### config.mk
export PLATFORM = sky130hd
export DESIGN_NAME = integer_to_ascii_digit_emitter_core_flat
export DESIGN_NICKNAME = d
export VERILOG_FILES = /design/src/i2a_pkg.sv /design/src/i2a_in_if.sv /design/src/i2a_out_if.sv /design/src/integer_to_ascii_digit_emitter_core.sv /design/src/i2a_useq.sv /design/src/flat_wrapper.sv
export SDC_FILE = /design/constraint.sdc
export NUM_CORES = 1
export LEC_CHECK = 0
export ABC_AREA = 1
export ABC_CLOCK_PERIOD_IN_PS = 4200
export BUFFER_PORTS_ARGS = -buffer_cell sky130_fd_sc_hd__buf_2
export CAP_MARGIN = 0
export CORE_UTILIZATION = 42
export CTS_CLUSTER_SIZE = 12
export DETAILED_ROUTE_END_ITERATION = 10
export PLACE_DENSITY = 0.58
export SKIP_CTS_REPAIR_TIMING = 1
export SLEW_MARGIN = 20
export SYNTH_ARGS = -nofsm -noshare
export SYNTH_HDL_FRONTEND = slang
export SYNTH_HIERARCHICAL = 1
export SYNTH_SLANG_ARGS = --single-unit
### constraint.sdc
create_clock -name clk -period 4.2 [get_ports clk]
set_input_delay 0.21 -clock clk [delete_from_list [all_inputs] [get_ports clk]]
set_output_delay 0.21 -clock clk [all_outputs]
set_load 0.03 [all_outputs]
### src/i2a_pkg.sv
// Shared types, constants and microcode store for the integer to ASCII digit emitter.
`timescale 1ns / 1ps

package i2a_pkg;

    localparam int VALUE_W    = 32;
    localparam int DEC_DIGITS = 10;
    localparam int HEX_DIGITS = 8;
    localparam int BCD_W      = 4 * DEC_DIGITS;
    localparam int CNT_W      = 6;

    localparam logic [7:0] ASCII_ZERO       = 8'd48;
    localparam logic [7:0] ASCII_HEX_OFFSET = 8'd55;
    localparam logic [7:0] ASCII_MINUS      = 8'd45;

    typedef enum logic [1:0] {
        FUNC_UDEC = 2'd0,
        FUNC_SDEC = 2'd1,
        FUNC_HEX  = 2'd2,
        FUNC_BIN  = 2'd3
    } func_t;

    typedef logic [2:0] upc_t;

    localparam upc_t PC_IDLE   = 3'd0;
    localparam upc_t PC_SIGN   = 3'd1;
    localparam upc_t PC_DABBLE = 3'd2;
    localparam upc_t PC_SETDEC = 3'd3;
    localparam upc_t PC_SKIP   = 3'd4;
    localparam upc_t PC_EMITN  = 3'd5;
    localparam upc_t PC_EMITB  = 3'd6;

    typedef enum logic [2:0] {
        UOP_WAIT,
        UOP_SIGN,
        UOP_DABBLE,
        UOP_SETDEC,
        UOP_SKIP,
        UOP_EMITN,
        UOP_EMITB
    } uop_t;

    typedef struct packed {
        uop_t op;
        upc_t next;
    } uword_t;

    typedef struct packed {
        logic step_done;
        logic finish;
    } useq_stat_t;

    function automatic uword_t ucode_rom(upc_t pc);
        uword_t w;
        case (pc)
            PC_IDLE:   w = '{op: UOP_WAIT,   next: PC_IDLE};
            PC_SIGN:   w = '{op: UOP_SIGN,   next: PC_DABBLE};
            PC_DABBLE: w = '{op: UOP_DABBLE, next: PC_SETDEC};
            PC_SETDEC: w = '{op: UOP_SETDEC, next: PC_SKIP};
            PC_SKIP:   w = '{op: UOP_SKIP,   next: PC_EMITN};
            PC_EMITN:  w = '{op: UOP_EMITN,  next: PC_IDLE};
            PC_EMITB:  w = '{op: UOP_EMITB,  next: PC_IDLE};
            default:   w = '{op: UOP_WAIT,   next: PC_IDLE};
        endcase
        return w;
    endfunction

    function automatic logic [7:0] digit_char(logic [3:0] d);
        logic [7:0] c;
        if (d < 4'd10)
        begin
            c = ASCII_ZERO + {4'b0, d};
        end
        else
        begin
            c = ASCII_HEX_OFFSET + {4'b0, d};
        end
        return c;
    endfunction

endpackage

### src/i2a_in_if.sv
// Input channel: value, mode and bit count with valid/ready.
`timescale 1ns / 1ps

interface i2a_in_if;
    logic        valid;
    logic        ready;
    logic [1:0]  func;
    logic [31:0] value;
    logic [5:0]  bit_count;

    modport source (output valid, output func, output value, output bit_count, input ready);
    modport sink (input valid, input func, input value, input bit_count, output ready);
endinterface

### src/i2a_out_if.sv
// Output channel: one ASCII character and last flag with valid/ready.
`timescale 1ns / 1ps

interface i2a_out_if;
    logic       valid;
    logic       ready;
    logic [7:0] character;
    logic       last;

    modport source (output valid, output character, output last, input ready);
    modport sink (input valid, input character, input last, output ready);
endinterface

### src/integer_to_ascii_digit_emitter_core.sv
// Top level: datapath of the integer to ASCII digit emitter under microcode control.
`timescale 1ns / 1ps

// Takes one item (mode, 32-bit value, bit count) and emits its ASCII characters
// most significant first, one beat each, last set on the final beat. One item is
// worked on at a time; the next is taken once the final character sits in the
// output register. An item passes through: for decimal, the accepting cycle, a sign
// step, a 32-step shift-add-3 loop at one value bit per cycle, a digit counter load,
// then ten digit slots with leading zeros dropped one per cycle; for signed decimal,
// the sign step also emits the minus beat; for hex, eight digit slots, leading zeros
// likewise dropped; for binary, bit_count beats, capped at 32 (a count of zero gives
// no beat). Stalls on the output hold the emitting steps.
module integer_to_ascii_digit_emitter_core
    import i2a_pkg::*;
(
    input  logic        clk,
    input  logic        rst_n,
    i2a_in_if.sink      din,
    i2a_out_if.source   dout
);

    uword_t     uword;
    useq_stat_t stat;

    i2a_useq u_useq (
        .clk   (clk),
        .rst_n (rst_n),
        .func  (din.func),
        .stat  (stat),
        .uword (uword)
    );

    logic [VALUE_W-1:0] val_reg, val_next;
    logic [BCD_W-1:0]   sr_reg, sr_next;
    logic [CNT_W-1:0]   cnt_reg, cnt_next;
    logic               neg_reg, neg_next;
    logic               out_valid_reg;
    logic [7:0]         char_reg;
    logic               last_reg;

    logic               slot_free;
    logic               launch;
    logic [7:0]         launch_char;
    logic               launch_last;
    logic [BCD_W-1:0]   adj;
    logic [4:0]         bit_idx;
    logic               in_neg;

    assign slot_free = !out_valid_reg || dout.ready;
    assign bit_idx   = cnt_reg[4:0] - 5'd1;
    assign in_neg    = (func_t'(din.func) == FUNC_SDEC) && din.value[VALUE_W-1];

    always_comb
    begin
        for (int i = 0; i < DEC_DIGITS; i++)
        begin
            if (sr_reg[4*i +: 4] >= 4'd5)
            begin
                adj[4*i +: 4] = sr_reg[4*i +: 4] + 4'd3;
            end
            else
            begin
                adj[4*i +: 4] = sr_reg[4*i +: 4];
            end
        end
    end

    always_comb
    begin
        val_next       = val_reg;
        sr_next        = sr_reg;
        cnt_next       = cnt_reg;
        neg_next       = neg_reg;
        din.ready      = 1'b0;
        launch         = 1'b0;
        launch_char    = ASCII_ZERO;
        launch_last    = 1'b0;
        stat.step_done = 1'b0;
        stat.finish    = 1'b0;
        case (uword.op)
            UOP_WAIT:
            begin
                din.ready = 1'b1;
                if (din.valid)
                begin
                    stat.step_done = 1'b1;
                    neg_next       = in_neg;
                    val_next       = in_neg ? (VALUE_W'(0) - din.value) : din.value;
                    case (func_t'(din.func))
                        FUNC_HEX:
                        begin
                            sr_next  = {din.value, {(BCD_W-VALUE_W){1'b0}}};
                            cnt_next = CNT_W'(HEX_DIGITS);
                        end
                        FUNC_BIN:
                        begin
                            sr_next  = '0;
                            cnt_next = (din.bit_count > CNT_W'(VALUE_W)) ?
                                       CNT_W'(VALUE_W) : din.bit_count;
                        end
                        default:
                        begin
                            sr_next  = '0;
                            cnt_next = CNT_W'(VALUE_W);
                        end
                    endcase
                end
            end
            UOP_SIGN:
            begin
                if (!neg_reg)
                begin
                    stat.step_done = 1'b1;
                end
                else if (slot_free)
                begin
                    launch         = 1'b1;
                    launch_char    = ASCII_MINUS;
                    stat.step_done = 1'b1;
                end
            end
            UOP_DABBLE:
            begin
                sr_next  = {adj[BCD_W-2:0], val_reg[VALUE_W-1]};
                val_next = {val_reg[VALUE_W-2:0], 1'b0};
                cnt_next = cnt_reg - CNT_W'(1);
                if (cnt_reg == CNT_W'(1))
                begin
                    stat.step_done = 1'b1;
                end
            end
            UOP_SETDEC:
            begin
                cnt_next       = CNT_W'(DEC_DIGITS);
                stat.step_done = 1'b1;
            end
            UOP_SKIP:
            begin
                if ((cnt_reg > CNT_W'(1)) && (sr_reg[BCD_W-1 -: 4] == 4'd0))
                begin
                    sr_next  = {sr_reg[BCD_W-5:0], 4'd0};
                    cnt_next = cnt_reg - CNT_W'(1);
                end
                else
                begin
                    stat.step_done = 1'b1;
                end
            end
            UOP_EMITN:
            begin
                if (slot_free)
                begin
                    launch      = 1'b1;
                    launch_char = digit_char(sr_reg[BCD_W-1 -: 4]);
                    launch_last = (cnt_reg == CNT_W'(1));
                    sr_next     = {sr_reg[BCD_W-5:0], 4'd0};
                    cnt_next    = cnt_reg - CNT_W'(1);
                    stat.finish = (cnt_reg == CNT_W'(1));
                end
            end
            UOP_EMITB:
            begin
                if (cnt_reg == '0)
                begin
                    stat.finish = 1'b1;
                end
                else if (slot_free)
                begin
                    launch      = 1'b1;
                    launch_char = ASCII_ZERO + {7'd0, val_reg[bit_idx]};
                    launch_last = (cnt_reg == CNT_W'(1));
                    cnt_next    = cnt_reg - CNT_W'(1);
                    stat.finish = (cnt_reg == CNT_W'(1));
                end
            end
            default:
            begin
                stat.finish = 1'b1;
            end
        endcase
    end

    always_ff @(posedge clk or negedge rst_n)
    begin
        if (!rst_n)
        begin
            out_valid_reg <= 1'b0;
            cnt_reg       <= '0;
        end
        else
        begin
            cnt_reg <= cnt_next;
            if (launch)
            begin
                out_valid_reg <= 1'b1;
            end
            else if (dout.ready)
            begin
                out_valid_reg <= 1'b0;
            end
        end
    end

    always_ff @(posedge clk)
    begin
        val_reg <= val_next;
        sr_reg  <= sr_next;
        neg_reg <= neg_next;
        if (launch)
        begin
            char_reg <= launch_char;
            last_reg <= launch_last;
        end
    end

    assign dout.valid     = out_valid_reg;
    assign dout.character = char_reg;
    assign dout.last      = last_reg;

    a_busy_after_accept: assert property (@(posedge clk) disable iff (!rst_n)
        (din.valid && din.ready) |=> !din.ready)
        else $error("input taken again right after an accepted beat");

    a_last_returns_idle: assert property (@(posedge clk) disable iff (!rst_n)
        (launch && launch_last) |=> (uword.op == UOP_WAIT))
        else $error("sequencer not idle after final character");

    a_cnt_range: assert property (@(posedge clk) disable iff (!rst_n)
        cnt_reg <= CNT_W'(VALUE_W))
        else $error("digit counter out of range");

    a_dec_digit: assert property (@(posedge clk) disable iff (!rst_n)
        (uword.op == UOP_SKIP && neg_reg) |-> (sr_reg[BCD_W-1 -: 4] < 4'd10))
        else $error("non-decimal digit after conversion");

endmodule

### src/i2a_useq.sv
// Microcode sequencer: step counter, control store and mode dispatch.
`timescale 1ns / 1ps

module i2a_useq
    import i2a_pkg::*;
(
    input  logic       clk,
    input  logic       rst_n,
    input  logic [1:0] func,
    input  useq_stat_t stat,
    output uword_t     uword
);

    upc_t pc_reg;
    upc_t pc_next;

    assign uword = ucode_rom(pc_reg);

    always_comb
    begin
        pc_next = pc_reg;
        if (stat.finish)
        begin
            pc_next = PC_IDLE;
        end
        else if (stat.step_done)
        begin
            if (uword.op == UOP_WAIT)
            begin
                case (func_t'(func))
                    FUNC_UDEC: pc_next = PC_SIGN;
                    FUNC_SDEC: pc_next = PC_SIGN;
                    FUNC_HEX:  pc_next = PC_SKIP;
                    default:   pc_next = PC_EMITB;
                endcase
            end
            else
            begin
                pc_next = uword.next;
            end
        end
    end

    always_ff @(posedge clk or negedge rst_n)
    begin
        if (!rst_n)
        begin
            pc_reg <= PC_IDLE;
        end
        else
        begin
            pc_reg <= pc_next;
        end
    end

endmodule
### src/flat_wrapper.sv
// flat-port wrapper written by rule: the top's interface ports become plain ports
module integer_to_ascii_digit_emitter_core_flat import i2a_pkg::*;
  (clk, rst_n, din_valid, din_func, din_value, din_bit_count, din_ready, dout_valid, dout_character, dout_last, dout_ready);
  i2a_in_if din_i ();
  i2a_out_if dout_i ();
  input  logic clk;
  input  logic rst_n;
  input wire logic [$bits(din_i.valid)-1:0] din_valid;
  input wire logic [$bits(din_i.func)-1:0] din_func;
  input wire logic [$bits(din_i.value)-1:0] din_value;
  input wire logic [$bits(din_i.bit_count)-1:0] din_bit_count;
  output wire logic [$bits(din_i.ready)-1:0] din_ready;
  output wire logic [$bits(dout_i.valid)-1:0] dout_valid;
  output wire logic [$bits(dout_i.character)-1:0] dout_character;
  output wire logic [$bits(dout_i.last)-1:0] dout_last;
  input wire logic [$bits(dout_i.ready)-1:0] dout_ready;
  assign din_i.valid = din_valid;
  assign din_i.func = din_func;
  assign din_i.value = din_value;
  assign din_i.bit_count = din_bit_count;
  assign din_ready = din_i.ready;
  assign dout_valid = dout_i.valid;
  assign dout_character = dout_i.character;
  assign dout_last = dout_i.last;
  assign dout_i.ready = dout_ready;
  integer_to_ascii_digit_emitter_core u_core (.clk(clk), .rst_n(rst_n), .din(din_i), .dout(dout_i));
endmodule
==> results of run 1 <==
area by class of cell:
| cell class | count | area (sq um) |
|---|---|---|
| multi-input cells | 659 | 3520 |
| clock inverters | 6 | 66.3 |
| clock buffers | 10 | 229 |
| inverters | 123 | 468 |
| flip-flops and latches | 91 | 2680 |
| well taps | 216 | 270 |
| repair buffers | 60 | 333 |
| fillers | 1683 | 8320 |
critical path, cell delays in order, from the launching register on:
cell and delay, ns:
dfrtp_1 0.76, clkinv_1 0.20, ha_1 0.29, o21ai_0 0.16, nand2_1 0.11, a31oi_2 0.29
nand2_1 0.15, nor2_4 0.45, buf_12 0.27
worst max path at each step:
stage                                                   start                         endpoint  slack (ns)  cells after the start
after global routing            u_core/cnt_reg[0]$_DFFE_PN0P_      u_core/sr_reg[16]$_DFFE_PP_        0.95                      8
final                           u_core/cnt_reg[0]$_DFFE_PN0P_      u_core/sr_reg[24]$_DFFE_PP_        1.19                      8
after CTS                       u_core/cnt_reg[0]$_DFFE_PN0P_      u_core/sr_reg[16]$_DFFE_PP_        1.18                      8
after detailed placement        u_core/cnt_reg[0]$_DFFE_PN0P_      u_core/sr_reg[24]$_DFFE_PP_        1.24                      8
after global placement          u_core/cnt_reg[0]$_DFFE_PN0P_      u_core/sr_reg[22]$_DFFE_PP_        1.27                      8
after floorplan           u_core/u_useq/pc_reg[1]$_DFFE_PN0P_  u_core/val_reg[0]$_SDFFCE_PP0P_        0.41                      7
through the flow:
| stage | hold WS (ns) | instance area, sq um | std cells |
|---|---|---|---|
| 6_report | 0.171 | 7570 | 1165 |
| 2_1_floorplan | -0.0856 | 6830 | 898 |
| 4_1_cts | -0.287 | 7560 | 1164 |
| 5_1_grt | 0.199 | 7570 | 1165 |
| 3_3_place_gp | 0.0990 | 7260 | 1148 |
| 3_5_place_dp | 0.101 | 7260 | 1148 |
routing by layer:
metal | GRT usage | vias up
met5 | 0 | -
met4 | 0.0739 | 0
met3 | 0.0256 | 14
met2 | 0.371 | 149
met1 | 0.304 | 2839
li1 | - | 3099
report_power, final:
group	leakage, nW	switching (mW)	total, mW	internal [mW]
clock network	0.136	0.369	0.831	0.462
logic	2.32	2.29	3.30	1.01
registers	0.917	0.327	2.08	1.76
==> run summary, run 1 <==
Worst slew margin - 0.562
antenna violations before repair - 0
H-tree levels - 3
DP HPWL - 13000 um
Hold Crit Class - in2reg
WP data arrival - 3.07 ns
hold path depth - 3
clock buffer count from CTS - 9
commonest non-fill, non-tap cell in the layout - nand2_1
Die Ht - 130 um
remaining antenna violation count - 0
Global Route Usage Sum - 0.224
Die Wd - 130 um
Yosys warning total - 6
Setup violations, final - 0
status - complete, no violations
Reg clk slew, reported paths - 0.07 ns
nets - 1013
Fin. Hold Viols - 0
Critical Path Start Type - register
DRC - 0
Die ar. - 16800 sq um
Worst-Margin Slew - 0.657 ns
area delta synth->final - 10.8%
antenna cells - 0
setup ws final - 1.19 ns
Setup Skew - 0.00908 ns
core area - 15900 sq um
routed via count - 6101
Clock Tree Root - clkbuf_16
Setup CP Type - reg2reg
Synth Cell Area - 6830 sq um
r2r setup slk - 1.19 ns
VDD IR max - 0.334 mV
leakage - 3.38 nW
count of final max-slew check failures - 0
M1 wire length - 8500 um
CP required - 4.26 ns
Rows - 46
PortBufs - 53
commonest cells after routing, fill and taps aside - nand2_1 (239), inv_1 (111), nand3_1 (96)
Reg-to-Reg Start - u_core/cnt_reg[0]$_DFFE_PN0P_
largest net degree at the start of global routing - 51
vias in the first global route - 5714
cells after synthesis - 898
worst r2r path cells - 8
first-pass GRT wire length - 28700 um
later-pin clock latency in the skew report - 0.36 ns
Largest register FFs - 40
Worst R2R End - u_core/sr_reg[24]$_DFFE_PP_
Hold Crit Start - din_value[0]
metal2 WL - 8060 um
CTS tree - yes
Remaining Overflow, GRT - 0
minimum clock period - 3.01 ns
Avg Vias per Cell - 5.24
Syn Area/Cell - 7.61 sq um
final worst-path cycle share - 0.717
Detail Route met3 WL - 739 um
Routed WL - 17500 um
Hold EP - u_core/val_reg[0]$_SDFFCE_PP0P_
Pwr Density - 821 nW/um^2
count of boundary I/O pins - 55
Iteration-0 DRC Markers - 413
crit path max fanout - 27
# clock sinks - 91
Util after Layout - 0.477
crit end category - register
CTS max path bufs - 2
syn_nets - 967
Fin Setup TNS - 0 ns
max layer used - met4
RSZ-0062 raised after global routing - false
placer congestion estimate - 0.846
power after layout - 6.22 mW
Place WS - 1.24 ns
max frequency - 332 MHz
DRT Pass-1 Iters - 5
wire length per cell - 15.0 um
Initial Util - 0.430
total of max-cap violations - 0
share of cells above drive strength 1 - 0.126
Power figures use the tool's default switching activity.
==> run 2, diff against run 1 <==
- ABC_CLOCK_PERIOD_IN_PS: 4200 -> 2400
- PLACE_DENSITY: 0.58 -> 0.61
- clock period: 4.2 -> 2.4 ns (I/O delays scaled with it)
==> run 2 against run 1 <==
Highest routed layer unchanged. Routed wire length decreased by 0.57%. Sequential share of layout area decreased by 0.75 points. Critical path type unchanged. Worst hold slack got worse by 0.069 ns. Register-to-register slack got worse by 0.94 ns. Critical endpoint is now u_core/sr_reg[34]$_DFFE_PP_. Critical path depth increased by 1. Fmax increased by 40%. Clock-buffer cell count unchanged. Final area increased by 2.2%.
==> run summary, run 2 (synthesized netlist as in run 1, its figures left out) <==
GRT busiest layer - met2 (unchanged)
Clock Tree Root - clkbuf_16 (unchanged)
crit path max fanout - 16 (was 27)
Setup violations, final - 0 (unchanged)
Worst path max stage delay - 0.44 ns (was 0.76 ns)
CP Cell Sequence - nand2_1 -> nand2_1 -> clkinvlp_4 -> nand2_4 -> inv_4 -> nor2_8 -> nand2_4 -> buf_4 -> o221ai_1 (was clkinv_1 -> ha_1 -> o21ai_0 -> nand2_1 -> a31oi_2 -> nand2_1 -> nor2_4 -> buf_12)
final worst-path cycle share - 0.896 (was 0.717)
Global Route Usage Sum - 0.223 (was 0.224)
met2 usage - 0.357 (was 0.371)
Iteration-0 DRC Markers - 504 (was 413)
CP required - 2.59 ns (was 4.26 ns)
commonest cells after routing, fill and taps aside - nand2_1 (237), inv_1 (110), nand3_1 (96) (was nand2_1 (239), inv_1 (111), nand3_1 (96))
nets - 1025 (was 1013)
routed via count - 6227 (was 6101)
DP HPWL - 13200 um (was 13000 um)
later-pin clock latency in the skew report - 0.35 ns (was 0.36 ns)
grt met3 use - 0.0355 (was 0.0256)
VDD IR max - 0.579 mV (was 0.334 mV)
Critical Path Start Type - register (unchanged)
Die Wd - 130 um (unchanged)
core area - 15900 sq um (unchanged)
DRC - 0 (unchanged)
remaining antenna violation count - 0 (unchanged)
Fin. Hold Viols - 0 (unchanged)
DRT Pass-1 Iters - 5 (unchanged)
share of cells above drive strength 1 - 0.144 (was 0.126)
WP data arrival - 2.34 ns (was 3.07 ns)
Pwr Density - 1450 nW/um^2 (was 821 nW/um^2)
worst r2r path cells - 9 (was 8)
area delta synth->final - 13.2% (was 10.8%)
Largest register FFs - 40 (unchanged)
Reg clk slew, reported paths - 0.07 ns (about the same)
Initial Util - 0.430 (unchanged)
Hold EP - u_core/val_reg[0]$_SDFFCE_PP0P_ (unchanged)
fillers - 1610 (was 1683)
vias in the first global route - 5755 (was 5714)
CTS max path bufs - 2 (unchanged)
PortBufs - 53 (unchanged)
placer congestion estimate - 0.852 (was 0.846)
RSZ-0062 raised after global routing - false (unchanged)
Hold Crit Start - din_value[0] (unchanged)
Setup CP Type - reg2reg (unchanged)
antenna violations before repair - 0 (unchanged)
# clock sinks - 91 (unchanged)
Die ar. - 16800 sq um (unchanged)
Routed WL - 17400 um (was 17500 um)
count of final max-slew check failures - 0 (unchanged)
max frequency - 465 MHz (was 332 MHz)
CTS tree - yes (unchanged)
status - complete, no violations (unchanged)
Fin Setup TNS - 0 ns (unchanged)
Buf+Inv Stages, Crit Path - 3 (was 2)
r2r setup slk - 0.25 ns (was 1.19 ns)
Min Hold Slack - 0.102 ns (was 0.171 ns)
crit end category - register (unchanged)
delay-heaviest family, CP - simple AND/OR/NAND/NOR gates (was flip-flops)
commonest non-fill, non-tap cell in the layout - nand2_1 (unchanged)
count of boundary I/O pins - 55 (unchanged)
Util after Layout - 0.487 (was 0.477)
Avg Vias per Cell - 5.29 (was 5.24)
total of max-cap violations - 0 (unchanged)
Remaining Overflow, GRT - 0 (unchanged)
Hold Crit Class - in2reg (unchanged)
clock buffer count from CTS - 9 (unchanged)
crit path max-delay cell type - dfrtp_1 (unchanged)
H-tree levels - 3 (unchanged)
Setup Skew - 0.00675 ns (was 0.00908 ns)
hold path depth - 3 (unchanged)
Die Ht - 130 um (unchanged)
antenna cells - 0 (unchanged)
minimum clock period - 2.15 ns (was 3.01 ns)
Reg-to-Reg Start - u_core/u_useq/pc_reg[0]$_DFFE_PN0P_ (was u_core/cnt_reg[0]$_DFFE_PN0P_)
largest net degree at the start of global routing - 37 (was 51)
first-pass GRT wire length - 28800 um (was 28700 um)
met1 GRT Util - 0.305 (was 0.304)
wire length per cell - 14.8 um (was 15.0 um)
Rows - 46 (unchanged)
Worst R2R End - u_core/sr_reg[34]$_DFFE_PP_ (was u_core/sr_reg[24]$_DFFE_PP_)
power after layout - 11.2 mW (was 6.22 mW)
leakage - 3.45 nW (was 3.38 nW)
## run 2: changes by cell type in the layout (fill, tap and decap cells not counted), moves of 2 or more
cell     change
buf_12       +4
buf_4        +8
nand2_1      -2
nand2_2      +2
## run 2: final cells by class
class / count / area [sq um] / share of cell area
repair buffers: 72 / 473 / 0.0612
multi-input cells: 659 / 3540 / 0.458
clock inverters: 6 / 66.3 / 0.00857
flip-flops and latches: 91 / 2680 / 0.347
inverters: 123 / 473 / 0.0612
clock buffers: 10 / 229 / 0.0296
well taps: 216 / 270 / 0.0349
## run 2: worst max path at each step
stage | start | to | slack (ns) | depth (start not counted)
5_1_grt | u_core/u_useq/pc_reg[1]$_DFFE_PN0P_ | u_core/u_useq/pc_reg[0]$_DFFE_PN0P_ | 0.07 | 11
6_report | u_core/u_useq/pc_reg[0]$_DFFE_PN0P_ | u_core/sr_reg[34]$_DFFE_PP_ | 0.25 | 9
4_1_cts | u_core/u_useq/pc_reg[2]$_DFFE_PN0P_ | u_core/sr_reg[14]$_DFFE_PP_ | 0.14 | 10
2_1_floorplan | u_core/u_useq/pc_reg[1]$_DFFE_PN0P_ | u_core/val_reg[0]$_SDFFCE_PP0P_ | -0.002 | 7
3_3_place_gp | u_core/u_useq/pc_reg[1]$_DFFE_PN0P_ | u_core/sr_reg[21]$_DFFE_PP_ | 0.20 | 10
3_5_place_dp | u_core/u_useq/pc_reg[2]$_DFFE_PN0P_ | u_core/sr_reg[21]$_DFFE_PP_ | 0.18 | 10
## run 2: tightest hold or removal path, delay by kind of cell
family        cells  cell delay, ns
buf+inv           2            0.17
simple gates      1            0.05
## run 2: per-stage QoR
stage / instances / instance area (sq um) / setup WS [ns]
2_1_floorplan: 898 / 6860 / -0.00166
3_3_place_gp: 1160 / 7420 / 0.201
3_5_place_dp: 1160 / 7420 / 0.179
4_1_cts: 1176 / 7710 / 0.144
5_1_grt: 1177 / 7730 / 0.0671
6_report: 1177 / 7730 / 0.249
## run 2: routing by layer
layer	vias to the layer above	wire length [um]
met5	-	0
met4	0	363
met3	25	922
met2	169	8000
met1	2902	8140
li1	3131	-
## run 2: power by group
part | switching [mW] | leakage [nW] | internal (mW)
logic | 4.12 | 2.39 | 2.06
registers | 0.544 | 0.917 | 3.07
clock network | 0.639 | 0.136 | 0.808
total | 5.30 | 3.45 | 5.94
